$ cat config.mk
export PLATFORM = sky130hd
export DESIGN_NAME = record_word_tokenizer_unit
export DESIGN_NICKNAME = d
export VERILOG_FILES = /design/src/sv/rwt_pkg.sv /design/src/sv/rwt_scan.sv /design/src/sv/rwt_burst.sv /design/src/sv/record_word_tokenizer_unit.sv
export SDC_FILE = /design/constraint.sdc
export NUM_CORES = 1
export LEC_CHECK = 0
export BUFFER_PORTS_ARGS = -buffer_cell sky130_fd_sc_hd__buf_2
export CAP_MARGIN = 10
export CORE_UTILIZATION = 40
export DETAILED_ROUTE_END_ITERATION = 10
export PLACE_DENSITY = 0.55
export SLEW_MARGIN = 30
export SYNTH_ARGS = -nofsm -noshare
export SYNTH_HDL_FRONTEND = slang
export SYNTH_SLANG_ARGS = --single-unit
$ cat constraint.sdc
create_clock -name i_clk -period 3.13 [get_ports i_clk]
set_clock_uncertainty 0.15 [all_clocks]
set_input_delay 0.313 -clock i_clk [delete_from_list [all_inputs] [get_ports i_clk]]
set_output_delay 0.313 -clock i_clk [all_outputs]
set_load 0.03 [all_outputs]
$ cat src/sv/rwt_pkg.sv
// Shared types, character codes and helpers for the record word tokenizer.
// No dependencies; every other file in this block imports this package.
`default_nettype none

package rwt_pkg;

    localparam int MAX_RESULTS = 3;

    localparam logic [7:0] CH_TAB    = 8'h09;
    localparam logic [7:0] CH_LF     = 8'h0A;
    localparam logic [7:0] CH_CR     = 8'h0D;
    localparam logic [7:0] CH_SPACE  = 8'h20;
    localparam logic [7:0] CH_HASH   = 8'h23;
    localparam logic [7:0] CH_BSLASH = 8'h5C;

    localparam logic KIND_DATA = 1'b0;
    localparam logic KIND_END  = 1'b1;

    typedef enum logic [1:0] {
        TK_BYTE = 2'd0,
        TK_EOW  = 2'd1,
        TK_EOR  = 2'd2,
        TK_EOI  = 2'd3
    } t_token_kind;

    typedef struct packed {
        t_token_kind kind;
        logic [7:0]  word_byte;
    } t_result;

    typedef struct packed {
        logic [1:0]                    count;
        t_result [MAX_RESULTS-1:0]     res;
    } t_burst;

    function automatic t_result mk_res(input t_token_kind k, input logic [7:0] b);
        t_result r;
        r.kind      = k;
        r.word_byte = (k == TK_BYTE) ? b : 8'h00;
        return r;
    endfunction

endpackage

`default_nettype wire

$ cat src/sv/rwt_scan.sv
// Scan mode register and the per-byte decoder that turns one request into
// a burst of up to three results. Depends on rwt_pkg.
`default_nettype none

module rwt_scan (
    input  wire logic            i_clk,
    input  wire logic            i_rst_n,
    input  wire logic            i_take,
    input  wire logic            i_kind,
    input  wire logic [7:0]      i_data_byte,
    output rwt_pkg::t_burst      o_burst
);
    import rwt_pkg::*;

    typedef enum logic [2:0] {
        M_GAP  = 3'd0,
        M_WORD = 3'd1,
        M_CMT  = 3'd2,
        M_BS   = 3'd3,
        M_BSCR = 3'd4
    } t_mode;

    t_mode       r_mode;
    t_mode       n_mode;
    t_burst      n_burst;
    logic [7:0]  b;
    logic        is_ws;
    logic        is_lf;
    logic        is_cr;
    logic        g_emit;
    t_result     g_res;
    t_mode       g_mode;

    assign b     = i_data_byte;
    assign is_ws = (b == CH_SPACE) || (b == CH_TAB);
    assign is_lf = (b == CH_LF);
    assign is_cr = (b == CH_CR);

    // Handling of a byte that arrives between words.
    always_comb begin
        g_emit = 1'b0;
        g_res  = mk_res(TK_EOR, 8'h00);
        g_mode = M_GAP;
        if (is_ws || is_cr) begin
            g_mode = M_GAP;
        end else if (is_lf) begin
            g_emit = 1'b1;
        end else if (b == CH_HASH) begin
            g_mode = M_CMT;
        end else if (b == CH_BSLASH) begin
            g_mode = M_BS;
        end else begin
            g_emit = 1'b1;
            g_res  = mk_res(TK_BYTE, b);
            g_mode = M_WORD;
        end
    end

    always_comb begin
        n_burst       = '0;
        n_mode        = r_mode;
        if (i_kind == KIND_END) begin
            n_mode = M_GAP;
            case (r_mode)
                M_WORD: begin
                    n_burst.res[0] = mk_res(TK_EOW, 8'h00);
                    n_burst.res[1] = mk_res(TK_EOI, 8'h00);
                    n_burst.count  = 2'd2;
                end
                M_BS, M_BSCR: begin
                    n_burst.res[0] = mk_res(TK_BYTE, CH_BSLASH);
                    n_burst.res[1] = mk_res(TK_EOW, 8'h00);
                    n_burst.res[2] = mk_res(TK_EOI, 8'h00);
                    n_burst.count  = 2'd3;
                end
                default: begin
                    n_burst.res[0] = mk_res(TK_EOI, 8'h00);
                    n_burst.count  = 2'd1;
                end
            endcase
        end else begin
            case (r_mode)
                M_WORD: begin
                    if (is_ws || is_cr || is_lf) begin
                        n_burst.res[0] = mk_res(TK_EOW, 8'h00);
                        n_burst.res[1] = mk_res(TK_EOR, 8'h00);
                        n_burst.count  = is_lf ? 2'd2 : 2'd1;
                        n_mode         = M_GAP;
                    end else begin
                        n_burst.res[0] = mk_res(TK_BYTE, b);
                        n_burst.count  = 2'd1;
                    end
                end
                M_CMT: begin
                    if (is_lf) begin
                        n_burst.res[0] = mk_res(TK_EOR, 8'h00);
                        n_burst.count  = 2'd1;
                        n_mode         = M_GAP;
                    end
                end
                M_BS: begin
                    if (is_lf) begin
                        n_mode = M_GAP;
                    end else if (is_cr) begin
                        n_mode = M_BSCR;
                    end else begin
                        n_burst.res[0] = mk_res(TK_BYTE, CH_BSLASH);
                        n_burst.count  = 2'd2;
                        if (is_ws) begin
                            n_burst.res[1] = mk_res(TK_EOW, 8'h00);
                            n_mode         = M_GAP;
                        end else begin
                            n_burst.res[1] = mk_res(TK_BYTE, b);
                            n_mode         = M_WORD;
                        end
                    end
                end
                M_BSCR: begin
                    if (is_lf) begin
                        n_mode = M_GAP;
                    end else begin
                        n_burst.res[0] = mk_res(TK_BYTE, CH_BSLASH);
                        n_burst.res[1] = mk_res(TK_EOW, 8'h00);
                        n_burst.res[2] = g_res;
                        n_burst.count  = g_emit ? 2'd3 : 2'd2;
                        n_mode         = g_mode;
                    end
                end
                default: begin
                    n_burst.res[0] = g_res;
                    n_burst.count  = g_emit ? 2'd1 : 2'd0;
                    n_mode         = g_mode;
                end
            endcase
        end
    end

    always_ff @(posedge i_clk) begin
        if (!i_rst_n) begin
            r_mode <= M_GAP;
        end else if (i_take) begin
            r_mode <= n_mode;
        end
    end

    assign o_burst = n_burst;

endmodule

`default_nettype wire

$ cat src/sv/rwt_burst.sv
// Result register that holds one burst and hands its results out one per cycle
// unless stalled, taking a new burst as the last one leaves. Depends on rwt_pkg.
`default_nettype none

module rwt_burst (
    input  wire logic            i_clk,
    input  wire logic            i_rst_n,
    input  wire logic            i_load,
    input  wire rwt_pkg::t_burst i_burst,
    input  wire logic            i_out_stall,
    output logic                 o_can_load,
    output logic                 o_out_valid,
    output rwt_pkg::t_result     o_result,
    output logic                 o_out_last
);
    import rwt_pkg::*;

    logic [1:0]                r_count;
    t_result [MAX_RESULTS-1:0] r_res;
    logic                      fire;

    assign o_out_valid = (r_count != 2'd0);
    assign fire        = o_out_valid && !i_out_stall;
    assign o_can_load  = (r_count == 2'd0) || ((r_count == 2'd1) && !i_out_stall);
    assign o_result    = r_res[0];
    assign o_out_last  = (r_count == 2'd1);

    always_ff @(posedge i_clk) begin
        if (!i_rst_n) begin
            r_count <= 2'd0;
        end else if (i_load) begin
            r_count <= i_burst.count;
        end else if (fire) begin
            r_count <= r_count - 2'd1;
        end
    end

    always_ff @(posedge i_clk) begin
        if (i_load) begin
            r_res <= i_burst.res;
        end else if (fire) begin
            r_res[0] <= r_res[1];
            r_res[1] <= r_res[2];
        end
    end

endmodule

`default_nettype wire

$ cat src/sv/record_word_tokenizer_unit.sv
// Top level of the record word tokenizer: scan decoder plus result register.
// Depends on rwt_pkg, rwt_scan and rwt_burst.
//
// The block takes one text byte (or an end-of-input mark) per request and
// emits word bytes, end-of-word, end-of-record and end-of-input tokens, with
// o_last set on the final token of each request. A request that yields zero
// or one token is taken every cycle while the output is not stalled; one
// that yields two or three tokens holds the input until its last token
// leaves, since the result register hands out one token per unstalled cycle.
`default_nettype none

module record_word_tokenizer_unit (
    input  wire logic        i_clk,
    input  wire logic        i_rst_n,
    input  wire logic        i_valid,
    output logic             o_stall,
    input  wire logic        i_kind,
    input  wire logic [7:0]  i_data_byte,
    output logic             o_valid,
    input  wire logic        i_stall,
    output logic [1:0]       o_token_kind,
    output logic [7:0]       o_word_byte,
    output logic             o_last
);
    import rwt_pkg::*;

    logic    can_load;
    logic    take;
    t_burst  burst;
    t_result result;

    assign o_stall = !can_load;
    assign take    = i_valid && can_load;

    rwt_scan u_scan (
        .i_clk       (i_clk),
        .i_rst_n     (i_rst_n),
        .i_take      (take),
        .i_kind      (i_kind),
        .i_data_byte (i_data_byte),
        .o_burst     (burst)
    );

    rwt_burst u_burst (
        .i_clk       (i_clk),
        .i_rst_n     (i_rst_n),
        .i_load      (take),
        .i_burst     (burst),
        .i_out_stall (i_stall),
        .o_can_load  (can_load),
        .o_out_valid (o_valid),
        .o_result    (result),
        .o_out_last  (o_last)
    );

    assign o_token_kind = result.kind;
    assign o_word_byte  = result.word_byte;

endmodule

`default_nettype wire
==> summary.md, run 1 <==
| Metric | Value |
|---|---|
| Result of the run | `completed` |
| Crit path capture type | `flop` |
| Gate power share | `between 30% and 40%` |
| DRT Pass-1 Iters | `4` |
| Port Buffer Count | `25` |
| Switching share of power | `33.3%` |
| Pre-CTS worst setup slack | `848 ps` |
| # Post-CTS Setup Buffers | `0` |
| Fin crit share | `73.2%` |
| Fin nets | `between 200 and 250` |
| Ys flop type | `edfxtp_1` |
| Die ar. | `5680 µm²` |
| R2R cell count | `6` |
| Worst Hold Launch | `i_rst_n` |
| Row cnt | `26` |
| Leak | `0.894 nW` |
| Commonest non-fill, non-tap cells in the layout | `edfxtp_1, buf_2, nand2_1, a22o_1` |
| Wire length of the first global-routing pass | `7.70 mm` |
| Initial core utilization | `41.9%` |
| Max clock buf depth | `2` |
| CP max FO | `22` |
| Asr flop ratio synth | `0%` |
| DRC | `0` |
| PostCTS Resize Cnt | `0` |
| DR vias | `roughly 1,600` |
| Area Overhead vs Synth | `11.7%` |
| Most Crowded Layer GR | `met1` |
| Synth Register Bits | `35` |
| Sequential share of power | `40.9%` |
| Antenna-violating nets left | `0` |
| Most common cell after layout, fill and taps aside | `edfxtp_1` |
| Met3 Use GR | `5.42%` |
| Share of post-route cells with drive strength above 1 | `24.9%` |
| Routing usage on met2 | `25.6%` |
| # IOs | `26` |
| Hold Vio Cnt, Final | `0` |
| Achievable Freq | `around 440 MHz` |
| PwrDens | `745 nW/µm²` |
| CP startpoint kind | `flop` |
| Hold path cells | `2` |
| Power Total | `between 1.5 and 2 mW` |
| Worst-Skew Late Latency | `290 ps` |
| CTS hold repair buffers | `0` |
| RR Endpoint | `u_burst.r_res[14]` |
| Part of the power in the clock network | `27.1%` |
| Critical Path AT | `2190 ps` |
| Netlist Area Pre-Place | `2150 µm²` |
| Core box area | `about 5100 µm²` |
| Post-DR vias/cell | `5.82` |
| Placed instance area | `between 2000 and 2500 µm²` |
| Synthesized net count | `213` |
| Setup slack, reg-to-reg | `840 ps` |
| Total negative slack | `0 ps` |
| Max_cap viols | `0` |
| RSZ-0062 raised after global routing | `no` |
| Final WS setup | `839 ps` |
| Syn avg cell area | `10.9 µm²` |
| Tmin final | `2290 ps` |
| Grt total ovfl | `0` |
| Iter 0 DRT Violations | `114` |
| Total routed wirelength | `4.85 mm` |
| Largest net degree at the start of global routing | `25` |
| Required @ worst endpoint | `3030 ps` |
| Vias in the first global route | `1,529` |
| Global-route usage over all layers | `18.8%` |
| R2r startpoint | `u_burst.r_count[0]` |
| Fin area | `2410 µm²` |
| Post-synthesis cell count | `198` |
| Worst-path clk slew | `about 70 ps` |
| Post-synth EDFFs | `30` |
| Finish-stage setup viols | `0` |
| VDD IR max | `318 µV` |
| CTS tree | `built` |
| ANT cells | `0` |
| Max-slew headroom | `56.3%` |
| Root buffer cell | `clkbuf_8` |
| Clock buffer count from CTS | `5` |
| Seq/Total Area, Yosys | `46.5%` |
| Die Width | `between 70 and 80 µm` |
| Yosys cell types | `59` |
| Endpoint, Worst Hold | `u_scan.r_mode[1]` |
| Min-Delay Path Class | `in2reg` |
| DPL Wire Length | `3.44 mm` |
| Worst-margin pin slew | `649 ps` |
| Sw Pwr | `597 µW` |
| Synth Warn # | `0` |
| Die height | `75.4 µm` |
| Initial antenna violation count | `0` |
| Final GP Congestion | `0.886` |
| Met1 Use GR | `27.5%` |
| Critical path class | `reg2reg` |
| Count of pins over their slew limit | `0` |
| WL/cell | `approximately 17 µm` |
| H-tree Lvls | `2` |
| Clock sinks | `35` |
| Internal power | `1.20 mW` |
metrics by stage:
| step | cells | hold slack [ps] | utilization (%) |
|---|---|---|---|
| floorplan | 198 | 291 | - |
| global placement | 275 | 317 | 44.2 |
| detailed placement | 275 | 323 | 44.2 |
| CTS | 283 | 181 | 46.8 |
| global route | 283 | 187 | 46.8 |
| finish | 283 | 181 | 46.8 |
logic make-up (layout without fill, tap and decap cells):
group | after synthesis | count (layout) | synth area share [%]
AO/OA/AOI/OAI | 61 | 61 | 22.1
adder cells (fa/ha/maj) | 2 | 2 | 1.16
XOR/XNOR | 1 | 1 | 0.407
AND/OR/NAND/NOR | 67 | 67 | 20.9
multiplexers | 4 | 4 | 1.86
flip-flops | 35 | 35 | 46.5
buffers and inverters | 28 | 43 | 7.09
registers in the layout, indices dropped and copies added, names as in the netlist:
signal and cells:
u_burst.o_result 10, u_burst.r_count 2, u_burst.r_res 20, u_scan.r_mode 3
power groups by stage:
stage | registers [mW] | logic (mW) | clock network [mW]
floorplan | 0.733 | 0.486 | 0
global placement | 0.743 | 0.573 | 0
detailed placement | 0.745 | 0.577 | 0
CTS | 0.735 | 0.580 | 0.495
global route | 0.748 | 0.629 | 0.518
finish | 0.733 | 0.573 | 0.486
worst max path at each step:
stage                        from                  to  slack, ps  cells past startpoint
3_5_place_dp   u_burst.r_count[0]   u_burst.r_res[14]        850                      6
2_1_floorplan  u_burst.r_count[0]  u_burst.r_count[1]        740                      5
5_1_grt        u_burst.r_count[1]    u_scan.r_mode[2]        650                      8
4_1_cts        u_burst.r_count[0]   u_burst.r_res[14]        830                      6
6_report       u_burst.r_count[0]   u_burst.r_res[14]        840                      6
3_3_place_gp   u_burst.r_count[0]   u_burst.r_res[14]        900                      6
critical path, cell delays in order, from the launching register on:
cell     delay (ps)
dfxtp_1         380
inv_1            60
ha_1            270
o21ai_2         450
buf_4           360
nor3_1          150
a22o_2          230
cells in the mapped netlist, drive strengths merged (4+ instances only):
| library cell | number | area (µm²) |
|---|---|---|
| edfxtp | 30 | 901 |
| buf | 17 | 111 |
| nand2 | 13 | 48.8 |
| o21ai | 13 | 68.8 |
| a22o | 11 | 97.6 |
| a21oi | 9 | 48.8 |
| and2 | 7 | 45.1 |
| nor2 | 7 | 26.3 |
| nor3 | 7 | 40.0 |
| inv | 6 | 22.5 |
| clkbuf | 5 | 18.8 |
| dfxtp | 5 | 100 |
| nor2b | 5 | 31.3 |
| a221o | 4 | 40.0 |
| mux2i | 4 | 40.0 |
| nand2b | 4 | 25.0 |
| nor3b | 4 | 35.0 |
| nor4 | 4 | 46.3 |
layout make-up:
type / instances / area (µm²)
inverters: 6 / 22.5
clock inverters: 2 / 60.1
well taps: 70 / 87.6
clock buffers: 6 / 72.6
flip-flops and latches: 35 / 1000
multi-input cells: 135 / 1010
fillers: 503 / 2730
repair buffers: 29 / 155
routing by layer:
metal / up-vias / part of all wire [%]
li1: 783 / -
met2: 64 / 44
met4: 0 / 1.6
met3: 8 / 7.6
met1: 793 / 47
met5: - / 0
Power figures use the tool's default switching activity.
==> inputs of run 2 (changes only) <==
==> constraint.sdc (replaced) <==
create_clock -name i_clk -period 2.2 [get_ports i_clk]
set_clock_uncertainty 0.15 [all_clocks]
set_input_delay 0.22 -clock i_clk [delete_from_list [all_inputs] [get_ports i_clk]]
set_output_delay 0.22 -clock i_clk [all_outputs]
set_load 0.03 [all_outputs]
==> summary.md, run 2 (synthesized netlist as in run 1, its figures left out) <==
| Metric | Value |
|---|---|
| Reg with most FFs | `u_burst.r_res` |
| Post-DR vias/cell | `roughly 5.8` |
| Die height | `75.4 µm` |
| Iter 0 DRT Violations | `about 190` |
| RR Endpoint | `u_burst.o_result[4]` |
| Count of pins over their slew limit | `0` |
| Fin crit share | `94.7%` |
| Max-slew headroom | `54.0%` |
| CTS hold repair buffers | `0` |
| R2r startpoint | `u_burst.r_count[0]` |
| Result of the run | `completed` |
| Initial antenna violation count | `0` |
| Worst-margin pin slew | `roughly 680 ps` |
| Tmin final | `2080 ps` |
| # Post-CTS Setup Buffers | `0` |
| Fin area | `2450 µm²` |
| WL/cell | `16.5 µm` |
| Core box area | `5140 µm²` |
| CTS tree | `built` |
| CP top delay family | `compound AO/OA/AOI/OAI gates` |
| ANT cells | `0` |
| Wire length of the first global-routing pass | `around 7.7 mm` |
| Finish-stage setup viols | `0` |
| Worst-path clk slew | `70 ps` |
| VDD IR max | `397 µV` |
| Grt total ovfl | `0` |
| Critical Path AT | `1960 ps` |
| DR vias | `1,699` |
| Global-route usage over all layers | `18.3%` |
| CP startpoint kind | `flop` |
| Initial core utilization | `41.9%` |
| Most common cell after layout, fill and taps aside | `edfxtp_1` |
| Max_cap viols | `0` |
| H-tree Lvls | `2` |
| Port Buffer Count | `25` |
| Largest net degree at the start of global routing | `22` |
| Clock buffer count from CTS | `5` |
| Critical path class | `reg2reg` |
| Hold Vio Cnt, Final | `0` |
| CP bufs+invs | `3` |
| Die ar. | `5680 µm²` |
| Fin nets | `238` |
| PwrDens | `952 nW/µm²` |
| Row cnt | `26` |
| Area Overhead vs Synth | `13.7%` |
| Crit-path max cell delay | `370 ps` |
| CP max FO | `10` |
| Setup slack, reg-to-reg | `between 100 and 150 ps` |
| Crit path capture type | `flop` |
| Utilization after layout | `between 40% and 50%` |
| DPL Wire Length | `3.57 mm` |
| Max clock buf depth | `2` |
| R2R cell count | `7` |
| Worst-Skew Late Latency | `between 200 and 300 ps` |
| Vias in the first global route | `between 1,500 and 2,000` |
| Share of post-route cells with drive strength above 1 | `between 20% and 30%` |
| Final GP Congestion | `about 0.9` |
| CP cell instances | `inv_1 > ha_1 > o21ai_2 > buf_6 > inv_1 > o211a_1 > a221o_1` |
| Total negative slack | `0 ps` |
| Min-Delay Path Class | `in2reg` |
| Most common cell on crit path | `inv_1` |
| Total routed wirelength | `4.86 mm` |
| Hold path cells | `2` |
| Root buffer cell | `clkbuf_8` |
| Clock sinks | `35` |
| Antenna-violating nets left | `0` |
| Commonest non-fill, non-tap cells in the layout | `edfxtp_1, buf_2, buf_4, nand2_1, a22o_1` |
| DRC | `0` |
| Max reg flops | `20` |
| Placed instance area | `between 2000 and 2500 µm²` |
| # IOs | `26` |
| DRT Pass-1 Iters | `5` |
| Endpoint, Worst Hold | `u_scan.r_mode[1]` |
| Achievable Freq | `480 MHz` |
| Die Width | `75.4 µm` |
| Required @ worst endpoint | `approximately 2100 ps` |
| Worst Hold Launch | `i_rst_n` |
| Leak | `0.929 nW` |
| Slowest CP cell | `dfxtp_1` |
[run 2: cell count changes in the layout (fill, tap and decap cells not counted), sizes merged]
cell,previous run,this run
buf,29,40
bufinv,2,0
clkinv,0,2
[run 2: through the flow]
step	total power [mW]	setup slack (ps)	hold slack, ps	cells
2_1_floorplan	1.74	53.6	198	198
3_3_place_gp	1.90	170	311	286
3_5_place_dp	1.91	127	322	286
4_1_cts	2.34	109	107	294
5_1_grt	2.46	-6.46	128	294
6_report	2.33	116	111	294
[run 2: cell type report]
| class | count | area [µm²] |
|---|---|---|
| fill | 498 | 2690 |
| sequential | 35 | 1000 |
| timing repair buffer | 40 | 241 |
| clock inverter | 2 | 7.51 |
| inverter | 6 | 22.5 |
| tap | 70 | 87.6 |
| multi-input combinational | 135 | 1010 |
| clock buffer | 6 | 72.6 |
[run 2: per-layer routing]
metal,GRT usage [%],routed length [µm],share of wire [%],vias up
met5,0,0,0,-
met4,6.58,80,1.6,0
met3,3.04,337,6.9,7
met2,28.3,2190,45,80
met1,26.1,2260,46,807
li1,-,-,-,805
[run 2: timing repair]
item	4_1_cts	5_1_grt
hold endpoints to repair	0	0
setup endpoints to repair	0	7
resized for setup	0	3
[run 2: worst max path at each step]
stage,from,end,slack (ps),cells after the start
after floorplan,u_burst.r_count[1],u_burst.o_result[3],50,7
after global placement,u_burst.r_count[0],u_burst.o_result[3],170,7
after detailed placement,u_burst.r_count[0],u_burst.o_result[3],130,7
after CTS,u_burst.r_count[0],u_burst.o_result[3],110,7
after global routing,u_burst.r_count[0],u_burst.o_result[3],-6,7
final,u_burst.r_count[0],u_burst.o_result[4],120,7
[run 2: report_power, final]
| part | internal [mW] | leakage [nW] | total, mW | switching, mW |
|---|---|---|---|---|
| clock | 0.216 | 0.0403 | 0.437 | 0.221 |
| combinational | 0.293 | 0.549 | 0.853 | 0.560 |
| sequential | 0.982 | 0.340 | 1.04 | 0.0580 |
==> inputs of run 3 (changes only) <==
--- a/config.mk
+++ b/config.mk
@@ -7,6 +7,7 @@
 export LEC_CHECK = 0
 export BUFFER_PORTS_ARGS = -buffer_cell sky130_fd_sc_hd__buf_2
 export CAP_MARGIN = 10
+export CORE_ASPECT_RATIO = 0.8
 export CORE_UTILIZATION = 40
 export DETAILED_ROUTE_END_ITERATION = 10
 export PLACE_DENSITY = 0.55
==> summary.md, run 3 (synthesized netlist as in run 1, its figures left out) <==
| Metric | Value |
|---|---|
| Result of the run | `finished, violations left` |
| Failing checks | `DRC` |
| Multi-input logic area | `~1000 µm²` |
| Critical Path AT | `approximately 2000 ps` |
| CP startpoint kind | `flop` |
| Worst-path clk slew | `70 ps` |
| Die ar. | `between 5000 and 6000 µm²` |
| Tmin final | `2000 ps` |
| Hold Vio Cnt, Final | `0` |
| Required @ worst endpoint | `between 2000 and 2500 ps` |
| Clock buffer count from CTS | `5` |
| Min-Delay Path Class | `in2reg` |
| Max reg flops | `20` |
| Worst-margin pin slew | `726 ps` |
| Total routed wirelength | `just over 5 mm` |
| Post-DR vias/cell | `5.85` |
| Iter 0 DRT Violations | `135` |
| Row cnt | `23` |
| Finish-stage setup viols | `0` |
| CTS tree | `built` |
| WL/cell | `17.8 µm` |
| Critical path class | `reg2reg` |
| Initial core utilization | `around 42%` |
| Vias in the first global route | `1,602` |
| Fillers | `around 480` |
| Root buffer cell | `clkbuf_8` |
| Final GP Congestion | `0.908` |
| Largest net degree at the start of global routing | `22` |
| Most common cell after layout, fill and taps aside | `edfxtp_1` |
| CP max FO | `4` |
| Count of pins over their slew limit | `0` |
| DRC | `7` |
| CP top delay family | `compound AO/OA/AOI/OAI gates` |
| Reg with most FFs | `u_burst.r_res` |
| Slowest CP cell | `dfxtp_1` |
| Achievable Freq | `around 500 MHz` |
| DR vias | `1,662` |
| DPL Wire Length | `between 3 and 4 mm` |
| Initial antenna violation count | `0` |
| CTS hold repair buffers | `0` |
| Worst-Skew Late Latency | `280 ps` |
| Port Buffer Count | `25` |
| Crit-path max cell delay | `370 ps` |
| Antenna-violating nets left | `0` |
| Max_cap viols | `0` |
| VDD IR max | `approximately 330 µV` |
| Crit path capture type | `flop` |
| Die Width | `about 84 µm` |
| Leak | `0.932 nW` |
| Global-route usage over all layers | `between 10% and 20%` |
| H-tree Lvls | `2` |
| Share of post-route cells with drive strength above 1 | `around 28%` |
| CP bufs+invs | `0` |
| Commonest non-fill, non-tap cells in the layout | `edfxtp_1, buf_2, buf_4, nand2_1, a22o_1` |
| # IOs | `26` |
| Area Overhead vs Synth | `13.5%` |
| Power Total | `2.45 mW` |
| Fin area | `roughly 2400 µm²` |
| Grt total ovfl | `0` |
| ANT cells | `0` |
| RSZ-0062 raised after global routing | `no` |
| Storage element area | `about 1000 µm²` |
| Max-slew headroom | `between 50% and 60%` |
| Max clock buf depth | `2` |
| Die height | `roughly 68 µm` |
| Pre-CTS worst setup slack | `125 ps` |
| Fin nets | `237` |
| PwrDens | `1000 nW/µm²` |
| Clock sinks | `35` |
| Core box area | `5090 µm²` |
| CP cell instances | `ha_1 > nor2b_2 > o21ai_2 > or2b_1 > a2111oi_4 > a221o_1` |
| Total negative slack | `0 ps` |
| Wire length of the first global-routing pass | `8.36 mm` |
| DRT Pass-1 Iters | `7` |
| Placed instance area | `2340 µm²` |
| Fin crit share | `91.0%` |
| Final WS setup | `198 ps` |
-- run 3: through the flow --
stage          hold slack [ps]  utilization, %  instances
5_1_grt                    128            48.0        284
6_report                   120            48.0        284
3_3_place_gp               312            45.9        277
4_1_cts                    115            47.9        284
3_5_place_dp               317            45.9        277
2_1_floorplan              198               -        198
-- run 3: where the power goes --
group,switching (mW),total (mW),internal (mW)
Clock,0.215,0.547,0.332
Combinational,0.568,0.859,0.291
Sequential,0.0583,1.04,0.983
-- run 3: per-layer routing --
metal | wire length, µm | up-vias | global-route usage, % | share of wire, %
met5 | 0 | - | 0 | 0
met4 | 53 | 0 | 5.17 | 1.0
met3 | 367 | 7 | 4.28 | 7.2
met2 | 2250 | 59 | 30.5 | 44
met1 | 2400 | 796 | 27.5 | 47
li1 | - | 800 | - | -
-- run 3: what timing repair did --
item	in CTS	in global routing
endpoints found under the setup margin	0	4
buffers inserted	0	0
gates resized for setup	0	1
-- run 3: worst paths after layout --
kind / from / endpoint / slack, ps / cells after the start
setup / recovery: u_burst.r_count[0] / u_burst.o_result[6] / 200 / 6
hold reg to reg: u_burst.r_count[1] / u_burst.r_count[1] / 320 / 2
hold / removal: i_rst_n / u_scan.r_mode[1] / 120 / 2
setup reg to reg: u_burst.r_count[0] / u_burst.o_result[6] / 200 / 6
-- run 3: cell type report --
cell class	count	area share [%]
Clock buffer	6	2.97
Multi-Input combinational cell	135	41.3
Inverter	6	0.922
Sequential cell	35	41.0
Clock inverter	1	1.23
Timing Repair Buffer	39	9.42
Tap cell	62	3.17
